--- src/sequential_list_engine_defines.svh ---
// Assertion macros shared by the sequential list engine RTL.
`ifndef SEQUENTIAL_LIST_ENGINE_DEFINES_SVH
`define SEQUENTIAL_LIST_ENGINE_DEFINES_SVH

`ifndef ASSERT_OFF
// Check a property on every clock edge outside reset.
`define SLE_ASSERT(label, clk, rst, prop, msg) \
   label: assert property (@(posedge clk) disable iff (rst) prop) else $error(msg);
// Check a property on every clock edge, reset included.
`define SLE_ASSERT_ALWAYS(label, clk, prop, msg) \
   label: assert property (@(posedge clk) prop) else $error(msg);
`else
`define SLE_ASSERT(label, clk, rst, prop, msg)
`define SLE_ASSERT_ALWAYS(label, clk, prop, msg)
`endif

`endif

--- src/sle_pkg.sv ---
// Types and constants shared by the sequential list engine modules.
`timescale 1ns / 1ps
package sle_pkg;

   localparam int MODE_W   = 2;
   localparam int POS_W    = 7;
   localparam int VALUE_W  = 32;
   localparam int STATUS_W = 2;

   // request modes
   localparam logic [MODE_W-1:0] MODE_INSERT = 2'd0;
   localparam logic [MODE_W-1:0] MODE_DELETE = 2'd1;
   localparam logic [MODE_W-1:0] MODE_LOCATE = 2'd2;

   // result status codes
   localparam logic [STATUS_W-1:0] STATUS_OK    = 2'd0;
   localparam logic [STATUS_W-1:0] STATUS_RANGE = 2'd1;
   localparam logic [STATUS_W-1:0] STATUS_FULL  = 2'd2;

   // per-cycle control broadcast to every cell of the chain
   typedef struct packed {
      logic ins_en;    // shift up from the insert slot, load key there
      logic del_en;    // shift down from the delete slot
      logic cmp_en;    // capture key match in every cell
      logic scan_en;   // move match flags one cell toward the head
   } cell_ctl_type;

endpackage

--- src/sle_cell.sv ---
// One list cell: holds one entry and its match flag, trades both with its neighbors.
`timescale 1ns / 1ps
module sle_cell
   import sle_pkg::*;
#(
   parameter int CW    = 6,
   parameter int INDEX = 0
) (
   input  logic                      clock,
   input  cell_ctl_type              ctl,
   input  logic [CW-1:0]             slot,
   input  logic signed [VALUE_W-1:0] key,
   input  logic signed [VALUE_W-1:0] left_data,
   input  logic signed [VALUE_W-1:0] right_data,
   input  logic                      right_match,
   output logic signed [VALUE_W-1:0] data,
   output logic                      match
);

   localparam logic [CW-1:0] MY_SLOT = CW'(INDEX);

   logic signed [VALUE_W-1:0] data_ff;
   logic signed [VALUE_W-1:0] data_in;
   logic                      match_ff;
   logic                      match_in;

   // pick the next entry: hold, take a neighbor, or load the key
   always_comb begin
      data_in = data_ff;
      if (ctl.ins_en) begin
         if (MY_SLOT > slot) begin
            data_in = left_data;
         end else if (MY_SLOT == slot) begin
            data_in = key;
         end
      end else if (ctl.del_en) begin
         if (MY_SLOT >= slot) begin
            data_in = right_data;
         end
      end
   end

   // capture the compare result, then advance it toward the head
   always_comb begin
      match_in = match_ff;
      if (ctl.cmp_en) begin
         match_in = (data_ff == key);
      end else if (ctl.scan_en) begin
         match_in = right_match;
      end
   end

   always_ff @(posedge clock) begin
      data_ff  <= data_in;
      match_ff <= match_in;
   end

   assign data  = data_ff;
   assign match = match_ff;

endmodule

--- config.mk ---
export PLATFORM = sky130hd
export DESIGN_NAME = sle_cell
export DESIGN_NICKNAME = d
export VERILOG_FILES = /design/src/sequential_list_engine_defines.svh /design/src/sle_pkg.sv /design/src/sle_cell.sv
export SDC_FILE = /design/constraint.sdc
export NUM_CORES = 1
export LEC_CHECK = 0
export ABC_AREA = 1
export BUFFER_PORTS_ARGS = -buffer_cell sky130_fd_sc_hd__buf_2
export CELL_PAD_IN_SITES_DETAIL_PLACEMENT = 1
export CELL_PAD_IN_SITES_GLOBAL_PLACEMENT = 2
export CORE_MARGIN = 5
export CORE_UTILIZATION = 19
export CTS_BUF_LIST = sky130_fd_sc_hd__clkbuf_4
export DETAILED_ROUTE_END_ITERATION = 16
export HOLD_SLACK_MARGIN = 0.15
export PLACE_DENSITY = 0.8
export SLEW_MARGIN = 20
export SYNTH_ARGS = -nofsm -noshare
export SYNTH_HDL_FRONTEND = slang
export SYNTH_SLANG_ARGS = --single-unit
--- constraint.sdc ---
create_clock -name clock -period 4.05 [get_ports clock]
set_input_delay 0.405 -clock clock [delete_from_list [all_inputs] [get_ports clock]]
set_output_delay 0.405 -clock clock [all_outputs]
set_load 0.1 [all_outputs]
==> results.json, run 1 <==
{
  "outcome": "finished, final reports clean",
  "setup_repair_after_global_routing_missed_its_margin": "false",
  "die-width_um": 111,
  "timing.hold.worst.class": "primary input to register",
  "std_cell_rows": 36,
  "ys_seq_area_frac": 0.512,
  "stdcell_area_um2": 2690,
  "pin_count": 141,
  "grt_pass1_wl_um": 9760,
  "setup_viol": 0,
  "syn_inst": 228,
  "drt_drc_violations_left": 0,
  "fp.dieH_um": 111,
  "gp_congestion": 0.706,
  "synthToLayoutAreaGrowth_pct": 39.0,
  "finalCritPeriodShare": 0.393,
  "worst_path_dominant_cell_family": "buffers and inverters",
  "p_per_area_nw_per_um2": 272,
  "critPathSlowestCell": "sky130_fd_sc_hd__buf_2",
  "worst_clock_skew_ps": 10.1,
  "slew-limit-headroom": 0.615,
  "first_global_vias": 2003,
  "total_count_of_max_transition_violations_in_the_final_report": 0,
  "maxClockFrequency_mhz": 628,
  "post-synth-top-area-cell": "sky130_fd_sc_hd__edfxtp_1",
  "synthesis.nets": 336,
  "cp-start-kind": "register",
  "syn-mean-instance-area_um2": 8.48,
  "core_region_area_um2": 9860,
  "clockBufferDepth": 2,
  "worst_r2r_path_depth": 9,
  "critical_r2r_capture": "match",
  "detail_route.vias_per_cell": 3.97,
  "worst-setup-path-type": "register to primary output",
  "setup_total_negative_slack_ps": 0,
  "h-tree-depth": 2,
  "tightest_slew_ps": 578,
  "routed_wirelength_um": 6160,
  "finalPower_w": 0.000731,
  "path_max_fanout": 3,
  "final.setup.worst_slack_ps": 2460,
  "buffer_ports.inserted": 108,
  "power_leakage_nw": 1.30,
  "synth.top_cell.area_share": 0.512,
  "number_of_warnings_printed_during_yosys_synthesis": 0,
  "holdPathEnd": "match",
  "vdd.ir_drop.worst_mv": 0.0968,
  "crit_path_cell_trace": "buf_2",
  "timing_hold_violations_final": 0,
  "biggest_area_contributors_in_the_synthesized_netlist": "sky130_fd_sc_hd__edfxtp_1, sky130_fd_sc_hd__nand2_1, sky130_fd_sc_hd__inv_1",
  "synth.ff_latch_count": 33,
  "post_cts_resize_count": 0,
  "largest_net_degree_at_the_start_of_global_routing": 55,
  "ctsRootBufferMaster": "sky130_fd_sc_hd__clkbuf_4",
  "syn-cell-area_um2": 1930,
  "gr_overflow_total": 0,
  "tritoncts_buffers": 5,
  "total_setup_buffers_inserted_after_cts": 0,
  "critPathRequiredTime_ps": 3640,
  "insertion_delay_ps": 340,
  "route.detailed.wl_per_inst_um": 13.0,
  "final_net_count": 447,
  "initial_core_util": 0.196,
  "groute.usage.overall": 0.0990,
  "post_layout_nonfiller_instances": 473,
  "cell_area_after_placement_um2": 2630,
  "floorplan.die_area_um2": 12300,
  "critical_path_arrival_ps": 1190,
  "crit-reg2reg-launch": "data[13]",
  "drt-initial-drc-count": 89,
  "drtAntennaViolNets": 0,
  "yosys.cell_types.count": 16,
  "grt_antenna_before_repair": 0,
  "post_route_cells_drive_above_1_share": 0.385,
  "worst-r2r-setup-slack_ps": 2800,
  "time_the_worst_path_needs_with_i_o_delays_and_setup_ps": 1590,
  "buffers_plus_inverters_on_the_worst_setup_path": 1,
  "min_from": "ctl[0]",
  "vias": 1880,
  "preCtsSetupSlack_ps": 2350,
  "critical_path.max_stage_delay_ps": 440,
  "clock_sink_count": 33,
  "clock_tree_from_tritoncts": "yes",
  "total_half_perimeter_wirelength_after_legalization_and_detailed_placement_um": 4980,
  "dp.cells": 465,
  "hold-path-cell-count": 2,
  "maxCapViolCount": 0,
  "clkSlewWorstSetupHoldPaths_ps": 110,
  "worstSetupPathDepth": 1,
  "critical_path_sink_type": "primary output",
  "drtPass1Iterations": 4,
  "cts.hold.buffers_added": 0,
  "n_antenna_cell": 0
}
[cell type report]
| type | instances | area, um^2 |
|---|---|---|
| fill | 1230 | 7180 |
| sequential | 33 | 991 |
| multi-input combinational | 149 | 766 |
| timing repair buffer | 110 | 556 |
| tap | 133 | 166 |
| inverter | 40 | 150 |
| clock buffer | 8 | 60.1 |
[where the power goes]
part           switching (W)  total (W)  internal, W
registers         0.00000222   0.000385     0.000382
logic              0.0000824   0.000138    0.0000558
clock network       0.000118   0.000208    0.0000894
total               0.000203   0.000731     0.000528
[kinds of logic after synthesis]
logic type / synth area share
and+or+nand+nor: 0.206
xor gates and xnor gates: 0.0543
buffers and inverters: 0.0996
AOI/OAI and AO/OA: 0.0699
muxes: 0.0582
DFF: 0.512
[worst max path at each step]
stage / start / end / slack [ps]
floorplan: ctl[3] / data[0] / 1070
global route: data[7] / data[7] / 2380
CTS: data[7] / data[7] / 2420
detailed placement: ctl[3] / data[22] / 2350
global placement: ctl[3] / data[12] / 2370
finish: data[11] / data[11] / 2460
[placed cells by master, fill, tap and decap left out, drive strengths merged, types with 2 or more instances in the layout]
cell / netlist / routed
clkbuf: 0 / 8
inv: 40 / 40
mux2: 10 / 10
buf: 6 / 110
edfxtp: 33 / 33
a21oi: 24 / 24
nand4: 5 / 5
nor2: 37 / 37
xnor2: 10 / 10
xor2: 2 / 2
nand3: 2 / 2
o21ai: 3 / 3
nand2: 54 / 54
[routing by layer]
layer	vias up	global-route usage	share of wire
li1	946	-	-
met1	871	0.113	0.41
met2	57	0.175	0.51
met3	6	0.0311	0.064
met4	0	0.0320	0.014
met5	-	0	0
[cell usage after synthesis (all sizes together)]
cell,number
nand2,54
inv,40
nor2,37
edfxtp,33
a21oi,24
mux2,10
xnor2,10
buf,6
nand4,5
o21ai,3
nand3,2
xor2,2
nor4,1
or2,1
[flip-flops by register name, summed over array words and instances (netlist names)]
signal	flops
match	1
data	32
[stage by stage]
stage / util / hold slack [ps]
finish: 0.273 / 347
global route: 0.273 / 317
CTS: 0.273 / 323
detailed placement: 0.266 / 703
global placement: 0.266 / 706
floorplan: - / 591
[worst reg2reg max path, cell delays in order (launching register included)]
cell                       delay (ps)
sky130_fd_sc_hd__edfxtp_1         430
sky130_fd_sc_hd__nand2_1           90
sky130_fd_sc_hd__nand2_1           50
sky130_fd_sc_hd__nor2_1           160
sky130_fd_sc_hd__nand2_1           80
sky130_fd_sc_hd__nor2_1            80
sky130_fd_sc_hd__nand2_1           70
sky130_fd_sc_hd__nor2_2            70
sky130_fd_sc_hd__nand2_1           50
sky130_fd_sc_hd__nand2_1           50
No activity file was read; power rests on OpenSTA's default activity.
==> run 2: changes to the inputs <==
--- a/config.mk
+++ b/config.mk
@@ -5,16 +5,16 @@
 export SDC_FILE = /design/constraint.sdc
 export NUM_CORES = 1
 export LEC_CHECK = 0
-export ABC_AREA = 1
+export ABC_AREA = 0
 export BUFFER_PORTS_ARGS = -buffer_cell sky130_fd_sc_hd__buf_2
 export CELL_PAD_IN_SITES_DETAIL_PLACEMENT = 1
 export CELL_PAD_IN_SITES_GLOBAL_PLACEMENT = 2
 export CORE_MARGIN = 5
-export CORE_UTILIZATION = 19
+export CORE_UTILIZATION = 23
 export CTS_BUF_LIST = sky130_fd_sc_hd__clkbuf_4
 export DETAILED_ROUTE_END_ITERATION = 16
 export HOLD_SLACK_MARGIN = 0.15
-export PLACE_DENSITY = 0.8
+export PLACE_DENSITY = 0.85
 export SLEW_MARGIN = 20
 export SYNTH_ARGS = -nofsm -noshare
 export SYNTH_HDL_FRONTEND = slang
==> constraint.sdc (replaced) <==
create_clock -name clock -period 1.6 [get_ports clock]
set_input_delay 0.16 -clock clock [delete_from_list [all_inputs] [get_ports clock]]
set_output_delay 0.16 -clock clock [all_outputs]
set_load 0.1 [all_outputs]
==> run 2 against run 1 <==
- first-iteration DRC count shrank 60%
- via count shrank 12%
- sequential power grew to 2.5 times the previous value
- power grew to 2.7 times the previous value
- critical path depth grew 3
- design area grew 16%
- worst hold slack lost 180 ps
- cell count shrank 17%
- critical path type is now primary input to register
- critical endpoint is now data[11]
==> results.json, run 2 <==
{
  "final_common_cell": "sky130_fd_sc_hd__buf_2",
  "fin_util": 0.427,
  "maxClockFrequency_mhz": 639,
  "clockBufferDepth": 2,
  "synth_ff_type": "sky130_fd_sc_hd__edfxtp_1",
  "crit_path_cell_trace": "dlygate4sd3_1 -> buf_2 -> mux2_2 -> dlygate4sd3_1",
  "insertion_delay_ps": 320,
  "syn_inst": 118,
  "synthToLayoutAreaGrowth_pct": 78.3,
  "pin_count": 141,
  "route.detailed.wl_per_inst_um": 15.8,
  "synth.top_cell.area_share": 0.565,
  "n_fill_cell": 819,
  "std_cell_rows": 31,
  "cp-start-kind": "primary input",
  "largest_register_ff_count": 32,
  "initial_core_util": 0.239,
  "drt-initial-drc-count": 36,
  "synth.ff_latch_count": 33,
  "die-width_um": 97.3,
  "critical_path_sink_type": "register",
  "maxCapViolCount": 0,
  "gr_overflow_total": 0,
  "groute.usage.overall": 0.132,
  "drtAntennaViolNets": 0,
  "gp_congestion": 0.732,
  "time_the_worst_path_needs_with_i_o_delays_and_setup_ps": 1570,
  "routed_wirelength_um": 6180,
  "floorplan.die_area_um2": 9470,
  "synth-async-reset-ratio": 0,
  "total_half_perimeter_wirelength_after_legalization_and_detailed_placement_um": 4190,
  "n_antenna_cell": 0,
  "setup_viol": 0,
  "clock_tree_from_tritoncts": "yes",
  "final_net_count": 400,
  "fin_hold_ws_ps": 172,
  "critPathRequiredTime_ps": 1680,
  "slew-limit-headroom": 0.667,
  "ys_top_cells_by_count": "sky130_fd_sc_hd__edfxtp_1, sky130_fd_sc_hd__mux2_2, sky130_fd_sc_hd__xor2_1",
  "synthesis.nets": 226,
  "detail_route.vias_per_cell": 4.21,
  "yosys.cell_types.count": 14,
  "setup_repair_after_global_routing_missed_its_margin": "true",
  "largest_net_degree_at_the_start_of_global_routing": 33,
  "ys_seq_area_frac": 0.565,
  "worst-setup-path-type": "primary input to register",
  "power_leakage_nw": 1.31,
  "path_common_cell": "sky130_fd_sc_hd__dlygate4sd3_1",
  "tritoncts_buffers": 5,
  "post_route_cells_drive_above_1_share": 0.553,
  "synth_edf_count": 33,
  "yosys.cell_count.top_type": "sky130_fd_sc_hd__edfxtp_1",
  "worst_path_dominant_cell_family": "buffers and inverters",
  "drtPass1Iterations": 3,
  "drt_drc_violations_left": 0,
  "grt_pass1_wl_um": 9800,
  "stdcell_area_um2": 3130,
  "timing.hold.worst.class": "primary input to register",
  "cell_area_after_placement_um2": 2470,
  "p_per_area_nw_per_um2": 623,
  "vdd.ir_drop.worst_mv": 0.336,
  "number_of_warnings_printed_during_yosys_synthesis": 0,
  "fp.dieH_um": 97.3,
  "post-synth-top-area-cell": "sky130_fd_sc_hd__edfxtp_1",
  "syn-cell-area_um2": 1750,
  "core_region_area_um2": 7330,
  "timing_hold_violations_final": 0,
  "path_max_fanout": 1,
  "grt_antenna_before_repair": 0,
  "first_global_vias": 1972,
  "tightest_slew_ps": 503,
  "clock_sink_count": 33,
  "syn-mean-instance-area_um2": 14.9,
  "critical_path_arrival_ps": 1640,
  "worst_clock_skew_ps": 3.12,
  "ctsRootBufferMaster": "sky130_fd_sc_hd__clkbuf_4",
  "buffer_ports.inserted": 108,
  "vias": 1652,
  "biggest_area_contributors_in_the_synthesized_netlist": "sky130_fd_sc_hd__edfxtp_1, sky130_fd_sc_hd__mux2_2, sky130_fd_sc_hd__xor2_1",
  "finalCritPeriodShare": 0.978,
  "buffers_plus_inverters_on_the_worst_setup_path": 3,
  "outcome": "finished, final reports clean",
  "finalPower_w": 0.00195,
  "commonest_cells_after_routing_fill_and_taps_aside": "sky130_fd_sc_hd__buf_2, sky130_fd_sc_hd__dlygate4sd3_1, sky130_fd_sc_hd__edfxtp_1",
  "total_count_of_max_transition_violations_in_the_final_report": 0,
  "clkSlewWorstSetupHoldPaths_ps": 100,
  "critPathSlowestCell": "sky130_fd_sc_hd__dlygate4sd3_1",
  "critical_path.max_stage_delay_ps": 560,
  "h-tree-depth": 2
}
## run 2: changes by cell type in the layout (fill, tap and decap cells not counted), sizes merged, moves of 7 or more
cell and delta:
nand2 -54, nor2 -36, xnor2 -9, nor4 +7, mux2 +22, inv -40
xor2 +29, a21oi -24, dlygate4sd3 +56
## run 2: final timing paths
check                           depth (start not counted)       end  slack, ps      startpoint
worst max-delay path                                    4  data[11]         30  right_data[11]
worst min-delay path                                    2  data[14]        170         key[14]
worst max register to register                          5     match         60         data[7]
worst min register to register                          3     match        750         data[5]
## run 2: kinds of logic (layout without fill, tap and decap cells)
group / count (synthesis) / in the layout / share of synthesized area
compound gates: 1 / 1 / 0.00428
xor+xnor: 32 / 32 / 0.160
buf+inv: 4 / 179 / 0.0114
flops: 33 / 33 / 0.565
mux: 32 / 32 / 0.205
simple gates: 16 / 16 / 0.0542
## run 2: layout make-up
cell class | instances | area (um^2) | area share
multi-input cells | 81 | 787 | 0.252
well taps | 99 | 124 | 0.0396
repair buffers | 171 | 1170 | 0.373
flip-flops and latches | 33 | 991 | 0.317
clock buffers | 8 | 60.1 | 0.0192
## run 2: per-stage QoR
| stage | cells | worst slack, ps | setup TNS, ps |
|---|---|---|---|
| after floorplan | 118 | -563 | -18240 |
| after global placement | 327 | 28.2 | 0 |
| after detailed placement | 327 | 9.53 | 0 |
| after CTS | 389 | -1.61 | -1.61 |
| after global routing | 392 | -27.4 | -27.4 |
| final | 392 | 34.7 | 0 |
## run 2: routing by layer
layer	vias up	wire length (um)	GRT usage	part of all wire
met5	-	0	0	0
met4	0	34	0.0288	0.0055
met3	4	478	0.0503	0.077
met2	63	3340	0.249	0.54
met1	795	2330	0.139	0.38
li1	790	-	-	-
## run 2: timing repair
item / in CTS / in global routing
pin swaps: 1 / 1
setup endpoints to repair: 1 / 1
setup buffers: 0 / 1
endpoints found under the hold margin: 34 / 2
resized for setup: 0 / 4
hold buffers: 54 / 2
## run 2: worst register-to-register path, cell delays in order (launching register included)
cell                       delay [ps]
sky130_fd_sc_hd__edfxtp_1         420
sky130_fd_sc_hd__xor2_1           160
sky130_fd_sc_hd__nor4_1           290
sky130_fd_sc_hd__buf_4            170
sky130_fd_sc_hd__nand4_1          120
sky130_fd_sc_hd__o31ai_1          220
## run 2: report_power, final
group	switching [W]	internal [W]	total, W	leakage, nW
logic	0.000208	0.000267	0.000474	0.975
clock network	0.000274	0.000226	0.000501	0.0368
registers	0.00000541	0.000968	0.000973	0.299
